--- src/design/jtbs_pkg.sv ---
// Package for the JSON top-level boolean scanner: sizes, character codes,
// register indexes, outcome codes, the classified transaction type and the literal table.
package jtbs_pkg;

   localparam int MAX_KEY_BYTES = 8;
   localparam int MAX_NESTING   = 255;

   localparam int KEY_W      = 8 * MAX_KEY_BYTES;
   localparam int KEY_LEN_W  = 4;
   localparam int KEY_POS_W  = $clog2(MAX_KEY_BYTES + 1);
   localparam int KEY_IDX_W  = (MAX_KEY_BYTES > 1) ? $clog2(MAX_KEY_BYTES) : 1;
   localparam int DEPTH_W    = $clog2(MAX_NESTING + 1);
   localparam int LIT_POS_W  = 3;
   localparam int CSR_IDX_W  = 2;
   localparam int CSR_DATA_W = 64;

   localparam int FIFO_DEPTH = 4;
   localparam int FIFO_PTR_W = $clog2(FIFO_DEPTH);
   localparam int FIFO_CNT_W = $clog2(FIFO_DEPTH + 1);

   localparam logic [7:0] CHAR_NUL       = 8'h00;
   localparam logic [7:0] CHAR_TAB       = 8'h09;
   localparam logic [7:0] CHAR_SPACE     = 8'h20;
   localparam logic [7:0] CHAR_QUOTE     = 8'h22;
   localparam logic [7:0] CHAR_COLON     = 8'h3A;
   localparam logic [7:0] CHAR_LBRACKET  = 8'h5B;
   localparam logic [7:0] CHAR_BACKSLASH = 8'h5C;
   localparam logic [7:0] CHAR_RBRACKET  = 8'h5D;
   localparam logic [7:0] CHAR_LBRACE    = 8'h7B;
   localparam logic [7:0] CHAR_RBRACE    = 8'h7D;
   localparam logic [7:0] CHAR_T         = 8'h74;
   localparam logic [7:0] CHAR_F         = 8'h66;

   localparam logic [LIT_POS_W-1:0] LEN_TRUE  = LIT_POS_W'(4);
   localparam logic [LIT_POS_W-1:0] LEN_FALSE = LIT_POS_W'(5);

   typedef enum logic [CSR_IDX_W-1:0] {
      CSR_KEY_BYTES     = 2'd0,
      CSR_KEY_LENGTH    = 2'd1,
      CSR_DEFAULT_VALUE = 2'd2
   } csr_index_type;

   typedef enum logic [1:0] {
      OUT_TRUE      = 2'd0,
      OUT_FALSE     = 2'd1,
      OUT_ABSENT    = 2'd2,
      OUT_MALFORMED = 2'd3
   } outcome_type;

   typedef struct packed {
      logic [7:0] data_byte;
      logic       end_of_body;
      logic       is_zero;
      logic       is_space;
      logic       is_colon;
      logic       is_quote;
      logic       is_backslash;
      logic       is_open;
      logic       is_close;
   } item_type;

   function automatic logic [7:0] lit_char(input logic is_false,
                                           input logic [LIT_POS_W-1:0] pos);
      logic [7:0] ch;
      ch = CHAR_NUL;
      if (is_false) begin
         case (pos)
            3'd0:    ch = 8'h66;
            3'd1:    ch = 8'h61;
            3'd2:    ch = 8'h6C;
            3'd3:    ch = 8'h73;
            3'd4:    ch = 8'h65;
            default: ch = CHAR_NUL;
         endcase
      end else begin
         case (pos)
            3'd0:    ch = 8'h74;
            3'd1:    ch = 8'h72;
            3'd2:    ch = 8'h75;
            3'd3:    ch = 8'h65;
            default: ch = CHAR_NUL;
         endcase
      end
      return ch;
   endfunction

endpackage

--- src/design/jtbs_ifs.sv ---
// Channel interfaces of the scanner: body bytes in, results out, register writes.
// Depends on jtbs_pkg.
interface jtbs_req_if import jtbs_pkg::*; ();
   logic       valid;
   logic       ready;
   logic [7:0] data_byte;
   logic       end_of_body;
   modport source (output valid, data_byte, end_of_body, input ready);
   modport sink (input valid, data_byte, end_of_body, output ready);
endinterface

interface jtbs_rsp_if import jtbs_pkg::*; ();
   logic       valid;
   logic       ready;
   logic       field_value;
   logic [1:0] outcome;
   modport source (output valid, field_value, outcome, input ready);
   modport sink (input valid, field_value, outcome, output ready);
endinterface

interface jtbs_csr_if import jtbs_pkg::*; ();
   logic                  valid;
   logic                  ready;
   logic [CSR_IDX_W-1:0]  index;
   logic [CSR_DATA_W-1:0] wdata;
   modport source (output valid, index, wdata, input ready);
   modport sink (input valid, index, wdata, output ready);
endinterface

--- src/design/jtbs_front.sv ---
// Front end: takes body bytes and registers them with their character class.
// Depends on jtbs_pkg and jtbs_ifs.
module jtbs_front import jtbs_pkg::*; (
   input  logic        clock,
   input  logic        reset,
   jtbs_req_if.sink    req_chan,
   output logic        out_valid,
   output item_type    out_item,
   input  logic        out_ready
);

   logic     valid_ff;
   logic     valid_in;
   item_type item_ff;
   item_type item_in;
   logic     take;

   assign req_chan.ready = !valid_ff || out_ready;
   assign take           = req_chan.valid && req_chan.ready;

   always_comb begin
      item_in              = item_ff;
      valid_in             = valid_ff && !out_ready;
      if (take) begin
         valid_in             = 1'b1;
         item_in.data_byte    = req_chan.data_byte;
         item_in.end_of_body  = req_chan.end_of_body;
         item_in.is_zero      = req_chan.data_byte == CHAR_NUL;
         item_in.is_space     = req_chan.data_byte == CHAR_SPACE ||
                                req_chan.data_byte == CHAR_TAB;
         item_in.is_colon     = req_chan.data_byte == CHAR_COLON;
         item_in.is_quote     = req_chan.data_byte == CHAR_QUOTE;
         item_in.is_backslash = req_chan.data_byte == CHAR_BACKSLASH;
         item_in.is_open      = req_chan.data_byte == CHAR_LBRACE ||
                                req_chan.data_byte == CHAR_LBRACKET;
         item_in.is_close     = req_chan.data_byte == CHAR_RBRACE ||
                                req_chan.data_byte == CHAR_RBRACKET;
      end
   end

   always_ff @(posedge clock) begin
      if (reset) begin
         valid_ff <= 1'b0;
      end else begin
         valid_ff <= valid_in;
      end
      item_ff <= item_in;
   end

   assign out_valid = valid_ff;
   assign out_item  = item_ff;

endmodule

--- src/design/jtbs_fifo.sv ---
// Short queue between front and back end, holding classified transactions.
// Depends on jtbs_pkg.
module jtbs_fifo import jtbs_pkg::*; (
   input  logic     clock,
   input  logic     reset,
   input  logic     in_valid,
   input  item_type in_item,
   output logic     in_ready,
   output logic     out_valid,
   output item_type out_item,
   input  logic     out_ready
);

   item_type                mem [FIFO_DEPTH];
   logic [FIFO_PTR_W-1:0]   wr_ptr_ff;
   logic [FIFO_PTR_W-1:0]   rd_ptr_ff;
   logic [FIFO_CNT_W-1:0]   count_ff;
   logic                    push;
   logic                    pop;

   assign in_ready  = count_ff != FIFO_CNT_W'(FIFO_DEPTH);
   assign out_valid = count_ff != '0;
   assign push      = in_valid && in_ready;
   assign pop       = out_valid && out_ready;
   assign out_item  = mem[rd_ptr_ff];

   always_ff @(posedge clock) begin
      if (reset) begin
         wr_ptr_ff <= '0;
         rd_ptr_ff <= '0;
         count_ff  <= '0;
      end else begin
         if (push) begin
            wr_ptr_ff <= (wr_ptr_ff == FIFO_PTR_W'(FIFO_DEPTH - 1)) ? '0 : wr_ptr_ff + 1'b1;
         end
         if (pop) begin
            rd_ptr_ff <= (rd_ptr_ff == FIFO_PTR_W'(FIFO_DEPTH - 1)) ? '0 : rd_ptr_ff + 1'b1;
         end
         if (push && !pop) begin
            count_ff <= count_ff + 1'b1;
         end else if (pop && !push) begin
            count_ff <= count_ff - 1'b1;
         end
      end
      if (push) begin
         mem[wr_ptr_ff] <= in_item;
      end
   end

endmodule

--- src/design/jtbs_back.sv ---
// Back end: key compare, nesting and string tracking, colon and literal checks,
// configuration registers and the result register. Depends on jtbs_pkg and jtbs_ifs.
module jtbs_back import jtbs_pkg::*; (
   input  logic        clock,
   input  logic        reset,
   input  logic        in_valid,
   input  item_type    in_item,
   output logic        in_ready,
   jtbs_csr_if.sink    csr_chan,
   jtbs_rsp_if.source  rsp_chan
);

   typedef enum logic [2:0] {
      PH_SEARCH,
      PH_COLON,
      PH_VALUE,
      PH_LITERAL,
      PH_DONE
   } phase_type;

   logic [KEY_W-1:0]     key_ff;
   logic [KEY_LEN_W-1:0] key_len_ff;
   logic                 default_ff;

   phase_type            phase_ff,   phase_in;
   logic [DEPTH_W-1:0]   depth_ff,   depth_in;
   logic                 instr_ff,   instr_in;
   logic                 esc_ff,     esc_in;
   logic                 cmp_ff,     cmp_in;
   logic [KEY_POS_W-1:0] kpos_ff,    kpos_in;
   logic [LIT_POS_W-1:0] lpos_ff,    lpos_in;
   logic                 lfalse_ff,  lfalse_in;

   logic                 rsp_valid_ff, rsp_valid_in;
   logic                 field_ff,     field_in;
   outcome_type          outcome_ff,   outcome_in;

   logic                 pop;
   logic                 emit;
   outcome_type          emit_code;
   logic [KEY_POS_W-1:0] klen;
   logic [7:0]           key_want;
   logic [7:0]           lit_want;
   logic [LIT_POS_W-1:0] lit_len;
   logic [LIT_POS_W-1:0] lpos_next;
   logic [7:0]           b;

   assign csr_chan.ready = 1'b1;
   assign in_ready       = !rsp_valid_ff || rsp_chan.ready;
   assign pop            = in_valid && in_ready;
   assign b              = in_item.data_byte;

   assign klen      = (key_len_ff > KEY_LEN_W'(MAX_KEY_BYTES)) ?
                      KEY_POS_W'(MAX_KEY_BYTES) : KEY_POS_W'(key_len_ff);
   assign key_want  = key_ff[{kpos_ff[KEY_IDX_W-1:0], 3'b000} +: 8];
   assign lit_want  = lit_char(lfalse_ff, lpos_ff);
   assign lit_len   = lfalse_ff ? LEN_FALSE : LEN_TRUE;
   assign lpos_next = lpos_ff + 1'b1;

   always_comb begin
      phase_in  = phase_ff;
      depth_in  = depth_ff;
      instr_in  = instr_ff;
      esc_in    = esc_ff;
      cmp_in    = cmp_ff;
      kpos_in   = kpos_ff;
      lpos_in   = lpos_ff;
      lfalse_in = lfalse_ff;
      emit      = 1'b0;
      emit_code = OUT_ABSENT;

      if (phase_ff == PH_DONE) begin
      end else if (in_item.is_zero) begin
         emit      = 1'b1;
         emit_code = (phase_ff == PH_SEARCH) ? OUT_ABSENT : OUT_MALFORMED;
      end else begin
         case (phase_ff)
            PH_COLON: begin
               if (in_item.is_colon) begin
                  phase_in = PH_VALUE;
               end else if (!in_item.is_space) begin
                  emit      = 1'b1;
                  emit_code = OUT_MALFORMED;
               end
            end
            PH_VALUE: begin
               if (b == CHAR_T || b == CHAR_F) begin
                  lfalse_in = b == CHAR_F;
                  lpos_in   = LIT_POS_W'(1);
                  phase_in  = PH_LITERAL;
               end else if (!in_item.is_space) begin
                  emit      = 1'b1;
                  emit_code = OUT_MALFORMED;
               end
            end
            PH_LITERAL: begin
               if (lpos_ff >= lit_len || b != lit_want) begin
                  emit      = 1'b1;
                  emit_code = OUT_MALFORMED;
               end else begin
                  lpos_in = lpos_next;
                  if (lpos_next == lit_len) begin
                     emit      = 1'b1;
                     emit_code = lfalse_ff ? OUT_FALSE : OUT_TRUE;
                  end
               end
            end
            PH_SEARCH: begin
               if (cmp_ff && kpos_ff >= klen && in_item.is_quote) begin
                  // full key followed by its closing quote
                  cmp_in   = 1'b0;
                  kpos_in  = '0;
                  instr_in = 1'b0;
                  esc_in   = 1'b0;
                  phase_in = PH_COLON;
               end else begin
                  if (cmp_ff) begin
                     if (kpos_ff < klen && b == key_want) begin
                        kpos_in = kpos_ff + 1'b1;
                     end else begin
                        cmp_in = 1'b0;
                     end
                  end
                  if (instr_ff) begin
                     if (esc_ff) begin
                        esc_in = 1'b0;
                     end else if (in_item.is_backslash) begin
                        esc_in = 1'b1;
                     end else if (in_item.is_quote) begin
                        instr_in = 1'b0;
                     end
                  end else if (in_item.is_open) begin
                     if (depth_ff != DEPTH_W'(MAX_NESTING)) begin
                        depth_in = depth_ff + 1'b1;
                     end
                  end else if (in_item.is_close) begin
                     if (depth_ff != '0) begin
                        depth_in = depth_ff - 1'b1;
                     end
                  end else if (in_item.is_quote) begin
                     if (depth_ff == DEPTH_W'(1) && !cmp_in) begin
                        cmp_in  = 1'b1;
                        kpos_in = '0;
                     end
                     instr_in = 1'b1;
                     esc_in   = 1'b0;
                  end
               end
            end
            default: begin
            end
         endcase
      end

      if (emit) begin
         phase_in = PH_DONE;
      end

      if (in_item.end_of_body) begin
         if (!emit && phase_in != PH_DONE) begin
            emit      = 1'b1;
            emit_code = (phase_in == PH_SEARCH) ? OUT_ABSENT : OUT_MALFORMED;
         end
         phase_in  = PH_SEARCH;
         depth_in  = '0;
         instr_in  = 1'b0;
         esc_in    = 1'b0;
         cmp_in    = 1'b0;
         kpos_in   = '0;
         lpos_in   = '0;
         lfalse_in = 1'b0;
      end

      rsp_valid_in = rsp_valid_ff && !rsp_chan.ready;
      field_in     = field_ff;
      outcome_in   = outcome_ff;
      if (pop && emit) begin
         rsp_valid_in = 1'b1;
         outcome_in   = emit_code;
         case (emit_code)
            OUT_TRUE:  field_in = 1'b1;
            OUT_FALSE: field_in = 1'b0;
            default:   field_in = default_ff;
         endcase
      end
   end

   always_ff @(posedge clock) begin
      if (reset) begin
         key_ff       <= '0;
         key_len_ff   <= KEY_LEN_W'(1);
         default_ff   <= 1'b0;
         phase_ff     <= PH_SEARCH;
         depth_ff     <= '0;
         instr_ff     <= 1'b0;
         esc_ff       <= 1'b0;
         cmp_ff       <= 1'b0;
         kpos_ff      <= '0;
         lpos_ff      <= '0;
         lfalse_ff    <= 1'b0;
         rsp_valid_ff <= 1'b0;
      end else begin
         if (csr_chan.valid) begin
            case (csr_index_type'(csr_chan.index))
               CSR_KEY_BYTES:     key_ff     <= csr_chan.wdata[KEY_W-1:0];
               CSR_KEY_LENGTH:    key_len_ff <= csr_chan.wdata[KEY_LEN_W-1:0];
               CSR_DEFAULT_VALUE: default_ff <= csr_chan.wdata[0];
               default: begin
               end
            endcase
         end
         if (pop) begin
            phase_ff  <= phase_in;
            depth_ff  <= depth_in;
            instr_ff  <= instr_in;
            esc_ff    <= esc_in;
            cmp_ff    <= cmp_in;
            kpos_ff   <= kpos_in;
            lpos_ff   <= lpos_in;
            lfalse_ff <= lfalse_in;
         end
         rsp_valid_ff <= rsp_valid_in;
      end
      field_ff   <= field_in;
      outcome_ff <= outcome_in;
   end

   assign rsp_chan.valid       = rsp_valid_ff;
   assign rsp_chan.field_value = field_ff;
   assign rsp_chan.outcome     = outcome_ff;

endmodule

--- src/design/json_top_level_bool_scanner.sv ---
// Top level of the JSON top-level boolean scanner.
// Depends on jtbs_pkg, jtbs_ifs, jtbs_front, jtbs_fifo and jtbs_back.
//
// Usage:
//   req_chan carries one body byte per transaction with end_of_body on the
//   last byte; a zero byte ends the text early. rsp_chan carries at most one
//   result per body: field_value and outcome. csr_chan writes key_bytes (0),
//   key_length (1) and default_value (2); it is always ready; the user must
//   ensure it is written only while the scanner is idle (not enforced).
//   Throughput: one byte per cycle, sustained, as long as rsp_chan is not
//   stalled. Every byte passes the classifying front register, the 4-entry
//   queue and the scan state update, each once per cycle.
//   Path: the deciding byte is held in the front register, then in the queue,
//   and its result is then held in the result register that drives rsp_chan.
//   Stall: while rsp_chan is held off the result register holds; the back
//   end stops, the queue and the front register fill and req_chan.ready drops.
//   Reset (synchronous, active high): clears all scan state, the queue and
//   the result register; key_bytes 0, key_length 1, default_value 0.
module json_top_level_bool_scanner import jtbs_pkg::*; (
   input  logic        clock,
   input  logic        reset,
   jtbs_req_if.sink    req_chan,
   jtbs_csr_if.sink    csr_chan,
   jtbs_rsp_if.source  rsp_chan
);

   logic     front_valid;
   item_type front_item;
   logic     front_ready;
   logic     queue_valid;
   item_type queue_item;
   logic     queue_ready;

   jtbs_front u_front (
      .clock     (clock),
      .reset     (reset),
      .req_chan  (req_chan),
      .out_valid (front_valid),
      .out_item  (front_item),
      .out_ready (front_ready)
   );

   jtbs_fifo u_fifo (
      .clock     (clock),
      .reset     (reset),
      .in_valid  (front_valid),
      .in_item   (front_item),
      .in_ready  (front_ready),
      .out_valid (queue_valid),
      .out_item  (queue_item),
      .out_ready (queue_ready)
   );

   jtbs_back u_back (
      .clock    (clock),
      .reset    (reset),
      .in_valid (queue_valid),
      .in_item  (queue_item),
      .in_ready (queue_ready),
      .csr_chan (csr_chan),
      .rsp_chan (rsp_chan)
   );

endmodule

--- src/flat_wrapper.sv ---
// flat-port wrapper written by rule: the top's interface ports become plain ports
module json_top_level_bool_scanner_flat import jtbs_pkg::*;
  (clock, reset, req_chan_valid, req_chan_data_byte, req_chan_end_of_body, req_chan_ready, csr_chan_valid, csr_chan_index, csr_chan_wdata, csr_chan_ready, rsp_chan_valid, rsp_chan_field_value, rsp_chan_outcome, rsp_chan_ready);
  jtbs_req_if req_chan_i ();
  jtbs_csr_if csr_chan_i ();
  jtbs_rsp_if rsp_chan_i ();
  input  logic clock;
  input  logic reset;
  input wire logic [$bits(req_chan_i.valid)-1:0] req_chan_valid;
  input wire logic [$bits(req_chan_i.data_byte)-1:0] req_chan_data_byte;
  input wire logic [$bits(req_chan_i.end_of_body)-1:0] req_chan_end_of_body;
  output wire logic [$bits(req_chan_i.ready)-1:0] req_chan_ready;
  input wire logic [$bits(csr_chan_i.valid)-1:0] csr_chan_valid;
  input wire logic [$bits(csr_chan_i.index)-1:0] csr_chan_index;
  input wire logic [$bits(csr_chan_i.wdata)-1:0] csr_chan_wdata;
  output wire logic [$bits(csr_chan_i.ready)-1:0] csr_chan_ready;
  output wire logic [$bits(rsp_chan_i.valid)-1:0] rsp_chan_valid;
  output wire logic [$bits(rsp_chan_i.field_value)-1:0] rsp_chan_field_value;
  output wire logic [$bits(rsp_chan_i.outcome)-1:0] rsp_chan_outcome;
  input wire logic [$bits(rsp_chan_i.ready)-1:0] rsp_chan_ready;
  assign req_chan_i.valid = req_chan_valid;
  assign req_chan_i.data_byte = req_chan_data_byte;
  assign req_chan_i.end_of_body = req_chan_end_of_body;
  assign req_chan_ready = req_chan_i.ready;
  assign csr_chan_i.valid = csr_chan_valid;
  assign csr_chan_i.index = csr_chan_index;
  assign csr_chan_i.wdata = csr_chan_wdata;
  assign csr_chan_ready = csr_chan_i.ready;
  assign rsp_chan_valid = rsp_chan_i.valid;
  assign rsp_chan_field_value = rsp_chan_i.field_value;
  assign rsp_chan_outcome = rsp_chan_i.outcome;
  assign rsp_chan_i.ready = rsp_chan_ready;
  json_top_level_bool_scanner u_core (.clock(clock), .reset(reset), .req_chan(req_chan_i), .csr_chan(csr_chan_i), .rsp_chan(rsp_chan_i));
endmodule
--- config.mk ---
export PLATFORM = sky130hd
export DESIGN_NAME = json_top_level_bool_scanner_flat
export DESIGN_NICKNAME = d
export VERILOG_FILES = /design/src/design/jtbs_pkg.sv /design/src/design/jtbs_ifs.sv /design/src/design/jtbs_front.sv /design/src/design/jtbs_fifo.sv /design/src/design/jtbs_back.sv /design/src/design/json_top_level_bool_scanner.sv /design/src/flat_wrapper.sv
export SDC_FILE = /design/constraint.sdc
export NUM_CORES = 1
export LEC_CHECK = 0
export ABC_AREA = 1
export BUFFER_PORTS_ARGS = -buffer_cell sky130_fd_sc_hd__buf_2
export CAP_MARGIN = 40
export CELL_PAD_IN_SITES_DETAIL_PLACEMENT = 0
export CELL_PAD_IN_SITES_GLOBAL_PLACEMENT = 2
export CORE_MARGIN = 2
export CORE_UTILIZATION = 36
export DETAILED_ROUTE_END_ITERATION = 10
export GPL_TIMING_DRIVEN = 0
export PLACE_DENSITY_LB_ADDON = 0.1
export SLEW_MARGIN = 20
export SYNTH_ARGS = -nofsm -noshare
export SYNTH_HDL_FRONTEND = slang
export SYNTH_SLANG_ARGS = --single-unit
--- constraint.sdc ---
create_clock -name clock -period 2.45 [get_ports clock]
set_input_delay 0.245 -clock clock [delete_from_list [all_inputs] [get_ports clock]]
set_output_delay 0.245 -clock clock [all_outputs]
set_load 0.01 [all_outputs]
==> Word-level counts from Yosys, hierarchy flattened <==
Memory sizes are Yosys's and may differ from the RTL's. A register that Yosys moved wholly into a read port is not among the register bits.
Index checks and enable logic that the tools add are counted.
{ "totals": {"ff_bits": 119, "ramBits": 64, "in_bits": 80, "output_inout_bits": 6, "word_cells": 252, "mem_count": 1} }
{ "memory_table": {"columns": ["name", "words", "word_bits", "read_ports", "rd_ports_with_merged_regs", "write_ports", "line", "text"], "rows": [
  ["u_core.u_fifo.mem", 4, 16, 1, 1, 1, "jtbs_fifo.sv:14", "item_type mem [FIFO_DEPTH];"]
]} }
{ "op_classes": {"n_addsub": 8, "magnitude_cmp": 4, "eq_ne": 40, "n_shift": 1, "n_mux": 119, "n_reduce_logical": 52} }
{ "op_table": {"columns": ["cell", "n"], "rows": [
  ["8-bit two-way mux", 11],
  ["64-bit by 7-bit indexed part select with 8-bit output", 1],
  ["1-bit two-way mux", 63],
  ["8-bit by 7-bit == test with 1-bit output, second input constant", 7],
  ["4-bit two-way mux", 13],
  ["3-bit two-way mux", 14],
  ["7-bit one-hot mux with 5 select lines", 1],
  ["7-bit one-hot mux with 4 select lines", 1],
  ["8-bit by 6-bit == test with 1-bit output, second input constant", 3],
  ["2-bit two-way mux", 11],
  ["1-bit logical AND", 13],
  ["3-bit by 2-bit == test with 1-bit output, second input constant", 4],
  ["3-bit nonzero test", 4],
  ["3-bit logical NOT", 3],
  ["3-bit by 2-bit inequality test with 1-bit output, second input constant", 3],
  ["3-bit one-hot mux with 3 select lines", 1],
  ["9-bit AND reduction", 1],
  ["8-bit by 1-bit adder with 8-bit output, second input constant", 1],
  ["8-bit by 1-bit == test with 1-bit output, second input constant", 1],
  ["8-bit by 4-bit == test with 1-bit output, second input constant", 1],
  ["8-bit == test", 1],
  ["1-bit logical NOT", 8],
  ["8-bit logical NOT", 1],
  ["2-bit by 1-bit inequality test with 1-bit output, second input constant", 4],
  ["other kinds (32)", 53]
]} }

==> Logic depth before layout (Yosys ltp) <==
Gate-level depths: netlist of run 1.
{ "logic_depth": {"depth_word": 22, "depth_mapped": 20, "depth_no_buf": 19} }

==> Hierarchy <==
A second synthesis of run 1 with hierarchy kept.
{ "unflattened": {"hier_cells": 1079, "hier_area_um2": 8780.9} }
{ "modules_own_cells": {"columns": ["module", "instances", "cells_each", "area_each_um2", "seq_area_each_um2"], "rows": [
  ["jtbs_back", 1, 795, 5233.8, 1931.9],
  ["jtbs_fifo", 1, 223, 2851.5, 2102.0],
  ["jtbs_front", 1, 61, 695.7, 500.5]
]} }

==> Worst setup path after synthesis of run 1 <==
OpenSTA, ideal clock, no wires.
{ "synth_path": {"path_type": "register to register", "startpoint": "register u_core.u_back.lpos_ff[0]", "endpoint": "register u_core.u_back.field_ff, in the netlist u_core.u_back.rsp_chan.field_value (data pin)", "setup_time_ns": 0.256, "arrival_ns": 1.876, "required_ns": 2.194, "slack_ns": 0.318, "path_stages_with_launch": 19, "n_path_buf": 0, "period_less_slack_ns": 2.132, "path_cell_list": "dfxtp_1 ha_1 ha_1 a21oi_1 nand2_1 nand2_1 nand2_1 nand2_1 nand2_1 nor2_2 nand3_2 nand2_1 nand4_4 nand2_1 o21ai_1 o21ai_1 nand2_1 nand3_1 nand2_1"} }
{ "synth_via": {"elab_chain_cells": 16, "elab_cells_between_ends": 34, "classes_between": "add/sub (1); order compare (1); eq/ne (8); mux (18); reduce/logical (6)"} }
{ "synth_lines": {"columns": ["element", "line", "text"], "rows": [
  ["from (decl)", "jtbs_back.sv:31", "logic [LIT_POS_W-1:0] lpos_ff, lpos_in;"],
  ["from (signal assigned)", "jtbs_back.sv:219", "lpos_ff <= lpos_in;"],
  ["3-bit == test (tied with other cells)", "jtbs_pkg.sv:67", "case (pos)"],
  ["7-bit one-hot mux with 5 select lines / 7-bit one-hot mux with 4 select lines (equally long branches)", "jtbs_pkg.sv:67, jtbs_pkg.sv:76", null],
  ["8-bit two-way mux", "jtbs_pkg.sv:66", "if (is_false) begin"],
  ["8-bit inequality test", "jtbs_back.sv:97", "if (lpos_ff >= lit_len || b != lit_want) begin"],
  ["1-bit logical OR", "jtbs_back.sv:97", null],
  ["1-bit two-way mux", "jtbs_back.sv:97", null],
  ["1-bit one-hot mux with 3 select lines", "jtbs_back.sv:77", "case (phase_ff)"],
  ["1-bit two-way mux", "jtbs_back.sv:73", "end else if (in_item.is_zero) begin"],
  ["1-bit two-way mux", "jtbs_back.sv:72", "if (phase_ff == PH_DONE) begin"],
  ["3-bit two-way mux", "jtbs_back.sv:155", "if (emit) begin"],
  ["3-bit logical NOT / 3-bit inequality test (equally long branches)", "jtbs_back.sv:162, jtbs_back.sv:160", null],
  ["1-bit two-way mux / 1-bit logical AND (equally long branches)", "jtbs_back.sv:162, jtbs_back.sv:160", null],
  ["2-bit two-way mux", "jtbs_back.sv:160", "if (!emit && phase_in != PH_DONE) begin"],
  ["2-bit two-way mux *", "jtbs_back.sv:159", "if (in_item.end_of_body) begin"],
  ["2-bit by 1-bit == test with 1-bit output / 2-bit logical NOT (equally long branches)", "jtbs_back.sv:180", "case (emit_code)"],
  ["1-bit one-hot mux with 2 select lines *", "jtbs_back.sv:180", null],
  ["to (signal assigned)", "jtbs_back.sv:224", "field_ff <= field_in;"],
  ["to (decl)", "jtbs_back.sv:35", "logic field_ff, field_in;"]
]} }
Every way passes the cells marked *; elsewhere a longest branch is shown, timed or not.
A chain may end at the register's enable or synchronous reset.

==> results of run 1 <==
layer usage:
metal | wire (µm) | share of wire, %
met1 | 13390 | 52
met4 | 262 | 1.0
met5 | 0 | 0
met2 | 11280 | 43
met3 | 1001 | 3.9
path summary, 6_finish.rpt:
kind              cells after the start                startpoint                           endpoint  slack (ps)
setup / recovery                     18                  register  u_core.u_back.rsp_chan.outcome[0]          70
hold / removal                        3        csr_chan_wdata[16]           u_core.u_back.key_ff[16]          20
setup reg to reg                     18                  register  u_core.u_back.rsp_chan.outcome[0]          70
hold reg to reg                       2  u_core.u_back.key_ff[26]           u_core.u_back.key_ff[26]         450
cell type report:
class	instances	area, µm²
Clock inverter	15	222.7
Buffer	50	339.1
Timing Repair Buffer	109	685.7
Inverter	107	425.4
Sequential cell	185	4547
Tap cell	324	405.4
Fill cell	2456	13300
Clock buffer	17	425.4
Multi-Input combinational cell	772	4116
cells by family after synthesis:
| family | Yosys count | share of synthesized area (%) |
|---|---|---|
| compound gates | 234 | 14.36 |
| xor+xnor | 9 | 0.8757 |
| fa+ha+maj | 23 | 3.280 |
| buf+inv | 157 | 7.449 |
| flops | 185 | 50.37 |
| other cells | 1 | 0.04166 |
| simple gates | 505 | 23.63 |
placed cells by master, fill, tap and decap left out, types with 12 or more instances in the layout:
master     instances
nand3_1           50
nand2_2           27
clkbuf_1          23
nand2_1          210
nand3_2           12
a21oi_1           63
o211ai_1          18
dfxtp_1           96
buf_4             22
o21ai_0          112
nor2_1           152
clkbuf_16         19
buf_2             87
nor3_1            14
edfxtp_1          83
inv_1             93
ha_1              17
power groups by stage:
stage                     registers, mW  logic [mW]  clock network [mW]
after global routing               3.88        5.48                3.17
final                              3.84        4.88                2.98
after CTS                          3.80        4.11                3.03
after detailed placement           3.87        4.03                   0
after global placement             3.87        4.03                   0
after floorplan                    3.81        2.94                   0
state kept, by name, summed over array words and instances, names as in the netlist, 2 cells and up, named ones only:
| register | cells |
|---|---|
| u_core.u_back.rsp_chan.outcome | 2 |
| u_core.u_back.key_ff | 64 |
| u_core.u_fifo.rd_ptr_ff | 2 |
| u_core.u_back.lpos_ff | 3 |
| u_core.u_front.out_item | 16 |
| u_core.u_back.phase_ff | 3 |
| u_core.u_fifo.wr_ptr_ff | 2 |
| u_core.u_fifo.mem | 64 |
| u_core.u_back.kpos_ff | 4 |
| u_core.u_fifo.count_ff | 3 |
| u_core.u_back.key_len_ff | 4 |
| u_core.u_back.depth_ff | 8 |
per-stage QoR:
step                hold slack (ps)  cell area [µm²]  power, mW  setup TNS [ps]
finish                        16.27            11170      11.70               0
global route                  6.485            11170      12.53          -417.7
CTS                           2.418            10610      10.94               0
detailed placement            426.1             9896      7.900          -860.4
global placement              423.3             9828      7.906          -34610
floorplan                     323.5             9002      6.753               0
worst register-to-register path, stage by stage, from the launching register on:
cell and delay, ps:
dfxtp_2 360, buf_12 150, clkinv_8 80, clkbuf_16 160, nand2_1 80, nand3_2 100, nand2_4 120, nand2_4 60
nor2_4 90, nand3_4 110, nand2_2 100, nand2_2 60, nand2_4 90, nand4_4 130, buf_12 170, nor2_4 100
o21ai_2 60, nand2_1 90, nand2_1 50
repair_timing:
action	4_1_cts	5_1_grt
hold buffers	2	1
gates cloned	0	2
gates resized for setup	12	115
pin swaps	2	23
endpoints found under the hold margin	2	1
setup buffers	1	15
endpoints found under the setup margin	11	17
==> metrics.md, run 1 <==
| Metric | Value |
|---|---|
| Synthesized area per cell | `8.081 µm²` |
| Routed vias | `around 7700` |
| Outcome | `finished clean` |
| Placed insts | `1526` |
| Area leader, netlist | `edfxtp_1` |
| Clock Latency Late Sink | `roughly 440 ps` |
| Rows | `57` |
| Max incr delay on CP | `360 ps` |
| Primary FF master, synth | `dfxtp_1` |
| Tmin final | `2380 ps` |
| Fmax | `0.4201 GHz` |
| GP Congestion | `around 0.81` |
| Min-delay worst type | `in2reg` |
| RSZ-0062 raised after global routing | `true` |
| Die ar. | `around 26000 µm²` |
| Slew HR | `50.77%` |
| Max cap viols | `0` |
| Starting DRT DRC Count | `roughly 640` |
| Mapped cell area | `9002 µm²` |
| Most frequent cell after synthesis | `nand2_1` |
| Setup CP Type | `reg2reg` |
| Post-synthesis cell count | `1114` |
| Async set-reset flop share out of synthesis | `0%` |
| GRT met3 Usage | `under 10%` |
| Die Y | `between 150 and 200 µm` |
| Synth top area cells | `edfxtp_1 28%, dfxtp_1 23%, nand2_1 9.8%` |
| DP Worst Slack | `-152.5 ps` |
| Crit path buffers/inverters | `4` |
| Pwr/cell area | `1048 nW/µm²` |
| Sw frac | `about two fifths` |
| Clk buf depth | `2` |
| Final Instance Count excl. Fillers | `1579` |
| Core area | `roughly 24000 µm²` |
| Root Buffer | `clkbuf_16` |
| Layout cells sized above 1 | `21.27%` |
| Slew @ Worst Pin | `737.6 ps` |
| I/O Buffers | `84` |
| Largest net degree at the start of global routing | `23` |
| Remaining antenna violation count | `0` |
| Critical path's top delay family | `simple AND/OR/NAND/NOR gates` |
| Final hold vios | `0` |
| First-pass GRT wire length | `39830 µm` |
| Slowest CP cell | `dfxtp_2` |
| Met1 global-route usage | `30.05%` |
| Grt met2 use | `29.46%` |
| Post-synth net total | `about 1200` |
| Final Cycle Share | `97.16%` |
| Yosys top cell area share | `27.69%` |
| Final Routed Wirelength | `25930 µm` |
| DR vias/cell | `4.901` |
| H-tree levels | `4` |
| CP required | `2650 ps` |
| CP endpoint kind | `register` |
| Largest fanout on the critical path | `8` |
| Initial antenna violation count | `0` |
| Min setup slack post-route | `approximately 70 ps` |
| Area grow syn2layout | `24.04%` |
| Routed len/inst | `around 16 µm` |
| Switching power | `4.740 mW` |
| Max IR drop VDD | `roughly 0.45 mV` |
| CTS tree | `built` |
| First drt pass iteration count | `5` |
| Final HPWL DP | `19050 µm` |
| Total gr overflow | `0` |
| Fin util | `45.65%` |
| Drc violations | `0` |
| Slew Limit Fails | `0` |
| CTS buffer count | `17` |
| Yosys warning total | `0` |
| Clock Skew | `24.32 ps` |
| Clock share of power | `25.5%` |
| Crit start category | `register` |
| Yosys reg bits | `~190` |
| # IOs | `86` |
| Leakage power | `4.657 nW` |
| GRT Max-Usage Layer | `met1` |
| Reg clk slew, reported paths | `90 ps` |
| TritonCTS Sinks | `185` |
| Ant. Diodes | `0` |
| EDFF count, synth | `83` |
| # setup viols final | `0` |
| Internal power | `6.958 mW` |
| Netlist cell types | `50` |
| Post-synthesis sequential area ratio | `between 50% and 60%` |
| Vias in the first global route | `slightly above 7000` |
| Starting Density | `36.80%` |
| Die Wd | `between 150 and 200 µm` |
| Reg power frac | `32.8%` |
| Worst path cell trace | `buf_12 > clkinv_8 > clkbuf_16 > nand2_1 > nand3_2 > nand2_4 > nand2_4 > nor2_4 > nand3_4 > nand2_2 > nand2_2 > nand2_4 > nand4_4 > buf_12 > nor2_4 > o21ai_2 > nand2_1 > nand2_1` |
| NumNets Final | `about 1300` |
| CP arrival | `2580 ps` |
| GRT Total Usage | `19.79%` |
| Logic pwr share | `41.7%` |
| Most frequent cells after synthesis | `235 x nand2_1, 158 x nor2_1, 120 x o21ai_0, 102 x dfxtp_1, 100 x inv_1` |
Note: power is estimated with default switching activity, not from simulation.
==> inputs of run 2 (changes only) <==
--- a/config.mk
+++ b/config.mk
@@ -5,13 +5,12 @@
 export SDC_FILE = /design/constraint.sdc
 export NUM_CORES = 1
 export LEC_CHECK = 0
-export ABC_AREA = 1
 export BUFFER_PORTS_ARGS = -buffer_cell sky130_fd_sc_hd__buf_2
 export CAP_MARGIN = 40
 export CELL_PAD_IN_SITES_DETAIL_PLACEMENT = 0
 export CELL_PAD_IN_SITES_GLOBAL_PLACEMENT = 2
 export CORE_MARGIN = 2
-export CORE_UTILIZATION = 36
+export CORE_UTILIZATION = 39
 export DETAILED_ROUTE_END_ITERATION = 10
 export GPL_TIMING_DRIVEN = 0
 export PLACE_DENSITY_LB_ADDON = 0.1
==> run 2 against run 1 <==
- the flow now finishes with violations (setup timing)
- via count is 15% lower
- sequential share of layout area grew 1.3 points
- power fell by 14%
- clock skew shrank 16 ps
- worst hold slack gained 18 ps
- clock power is 2% lower
- cell area is 3.0% lower
- largest power group is now registers
==> metrics.md, run 2 <==
| Metric | Value |
|---|---|
| Mapped cell area | `8598 µm² (-4.5%)` |
| Clock share of power | `29.1% (+3.6 points)` |
| Fillers | `2011 (-18%)` |
| Root Buffer | `clkbuf_16` |
| Reg power frac | `36.4% (+3.6 points)` |
| Final Routed Wirelength | `22890 µm (-12%)` |
| Most frequent cells in the layout | `149 x nand2_1, 95 x dfxtp_1, 83 x buf_2, 83 x edfxtp_1, 82 x a21oi_1` |
| CP required | `2760 ps (+110 ps)` |
| Synth top area cells | `edfxtp_1 29%, dfxtp_1 24%, nand2_1 6.5%` |
| Ant. Diodes | `0 (unchanged)` |
| Starting DRT DRC Count | `490 (-23%)` |
| RSZ-0062 raised after global routing | `true` |
| CP endpoint kind | `register` |
| Die Y | `152.5 µm (-6.0%)` |
| Remaining antenna violation count | `0 (unchanged)` |
| Sw frac | `34.44% (-6.1 points)` |
| Max cap viols | `0 (unchanged)` |
| Clock Skew | `8.739 ps (-15.58 ps)` |
| Starting Density | `39.52% (+2.7 points)` |
| Total gr overflow | `0 (unchanged)` |
| H-tree levels | `4 (unchanged)` |
| Core area | `21760 µm² (-11%)` |
| Min-delay worst type | `in2reg` |
| Min setup slack post-route | `-488.2 ps (-557.8 ps)` |
| Die ar. | `23250 µm² (-12%)` |
| Area grow syn2layout | `26.03%` |
| First-pass GRT wire length | `35990 µm (-9.6%)` |
| Largest fanout on the critical path | `5 (-3)` |
| Slew Limit Fails | `0 (unchanged)` |
| Post-synthesis cell count | `796 (-29%)` |
| Clock Latency Late Sink | `440 ps (about the same)` |
| TritonCTS Sinks | `185 (unchanged)` |
| Largest net degree at the start of global routing | `24 (+4.3%)` |
| Final HPWL DP | `16530 µm (-13%)` |
| Routed vias | `6608 (-15%)` |
| GRT Total Usage | `19.95% (+0.16 points)` |
| Most common cell after layout, fill and taps aside | `nand2_1` |
| Final hold slack | `34.64 ps (+18.37 ps)` |
| Pwr/cell area | `928.5 nW/µm² (-11%)` |
| Yosys warning total | `0 (unchanged)` |
| Max IR drop VDD | `0.5188 mV (+14%)` |
| Crit start category | `register` |
| GP Congestion | `0.7840 (-3.6%)` |
| Worst R2R Path Depth | `9 (-9)` |
| Area leader, netlist | `edfxtp_1` |
| Clk buf depth | `2 (unchanged)` |
| Flop2flop setup slack | `-490 ps (-560 ps)` |
| Most frequent cell after synthesis | `nand2_1` |
| Post-synth net total | `899 (-26%)` |
| Violated checks | `setup timing` |
| Fmax | `0.3403 GHz (-19%)` |
| Final instance area | `10840 µm² (-3.0%)` |
| Switching power | `3.465 mW (-27%)` |
| Post-synthesis sequential area ratio | `52.74% (+2.4 points)` |
| Netlist cell types | `74 (+48%)` |
| DR vias/cell | `5.342 (+9.0%)` |
| CTS tree | `built` |
| # IOs | `86 (unchanged)` |
| RR Endpoint | `u_core.u_back.rsp_chan.valid` |
| Rows | `54 (-5.3%)` |
| Initial antenna violation count | `0 (unchanged)` |
| Primary FF master, synth | `dfxtp_1` |
| Slew @ Worst Pin | `787.3 ps (+49.67 ps)` |
| Internal power | `6.597 mW (-5.2%)` |
| Die Wd | `152.5 µm (-6.0%)` |
| First drt pass iteration count | `4 (-1)` |
| EDFF count, synth | `83 (unchanged)` |
| Layout cells sized above 1 | `27.17% (+5.9 points)` |
| Yosys reg bits | `185 (unchanged)` |
| Async set-reset flop share out of synthesis | `0% (unchanged)` |
| NumNets Final | `1047 (-22%)` |
| Logic pwr share | `34.5% (-7.2 points)` |
| Setup CP Type | `reg2reg` |
| Drc violations | `0 (unchanged)` |
| Slew HR | `47.52% (-3.3 points)` |
| I/O Buffers | `83 (-1.2%)` |
| Reg clk slew, reported paths | `80 ps (about the same)` |
| Outcome | `finished with violations` |
| Most frequent cells after synthesis | `149 x nand2_1, 102 x dfxtp_1, 84 x a21oi_1, 83 x edfxtp_1, 39 x nor2_1` |
| Tmin final | `2938 ps (+557.8 ps)` |
| Placed insts | `1161 (-24%)` |
| Routed len/inst | `18.50 µm (+13%)` |
| # setup viols final | `29 (+29)` |
| Synthesized area per cell | `10.80 µm² (+34%)` |
| Setup crit end | `u_core.u_back.rsp_chan.valid` |
| Final Cycle Share | `119.9% (+23 points)` |
| Leakage power | `3.960 nW (-15%)` |
| CP arrival | `3250 ps (+670 ps)` |
| Final hold vios | `0 (unchanged)` |
| Placed Area | `9469 µm² (-4.3%)` |
| Vias in the first global route | `6460 (-10%)` |
| Yosys top cell area share | `28.99% (+1.3 points)` |
| CTS buffer count | `17 (unchanged)` |
| Worst Hold Depth | `3 (unchanged)` |
| Final Instance Count excl. Fillers | `1237 (-22%)` |
==> run 2: metal layers <==
layer  global-route usage (%)  vias to the layer above  wire length, µm
li1                         -                     3187                -
met1                    29.12                     3260            11110
met2                    30.82                      140            10550
met3                    3.641                       21              997
met4                    5.203                        0              234
met5                        0                        -                0
==> run 2: cell type report <==
type | count | area (µm²) | share of cell area [%]
buffer | 45 | 289.0 | 2.667
clock buffer | 17 | 425.4 | 3.926
clock inverter | 15 | 215.2 | 1.986
inverter | 21 | 81.33 | 0.7505
multi-input combinational | 543 | 4041 | 37.29
sequential | 185 | 4548 | 41.97
tap | 280 | 350.3 | 3.233
timing repair buffer | 131 | 885.9 | 8.175
==> run 2: repair_timing <==
item                       in CTS  in global routing
hold buffers                    2                  0
setup endpoints to repair      31                 30
hold endpoints to repair        2                  0
pin swaps                      18                 15
cloned                          1                  0
gates resized for setup        62                 36
setup buffers                  27                 14
==> run 2: metrics by stage <==
stage | total power [mW] | setup WS [ps] | utilization [%] | TNS [ps]
floorplan | 5.513 | -263.0 | - | -1794
global placement | 6.167 | -913.2 | 43.39 | -11930
detailed placement | 6.206 | -903.6 | 43.52 | -12300
CTS | 9.890 | -459.3 | 48.78 | -7440
global route | 10.57 | -530.5 | 49.81 | -10470
finish | 10.06 | -488.2 | 49.81 | -7616
==> run 2: power by group through the flow <==
stage	clock (mW)	combinational, mW	sequential [mW]
floorplan	0	1.83	3.69
global placement	0	2.46	3.71
detailed placement	0	2.49	3.72
CTS	2.99	3.24	3.66
global route	3.12	3.76	3.69
finish	2.93	3.47	3.66
==> run 2: how the worst min path moves through the flow <==
| stage | start | to | slack (ps) |
|---|---|---|---|
| floorplan | req_chan_data_byte[2] | u_core.u_front.out_item[10] | 340 |
| global placement | req_chan_end_of_body | u_core.u_front.out_item[7] | 420 |
| detailed placement | req_chan_end_of_body | u_core.u_front.out_item[7] | 420 |
| CTS | csr_chan_wdata[30] | u_core.u_back.key_ff[30] | 20 |
| global route | req_chan_data_byte[6] | u_core.u_front.out_item[14] | 10 |
| finish | csr_chan_wdata[48] | u_core.u_back.key_ff[48] | 30 |
==> run 2: cell families (layout without fill, tap and decap cells) <==
logic type	Yosys count	after routing	synth area share, %
simple gates	291	291	16.39
flops	185	185	52.74
compound gates	152	152	10.90
buf+inv	68	229	3.347
mux	57	57	11.22
fa+ha+maj	23	23	3.434
xor+xnor	19	19	1.935
other cells	1	1	0.04361
==> run 2: worst max-delay path: stages (launching register included) <==
cell and delay (ps):
dfxtp_4 380, buf_12 120, mux4_2 540, nand4bb_1 200, or4_4 530, o22a_1 280, or3_4 360, o21ai_4 200
buf_12 140, a21oi_4 50
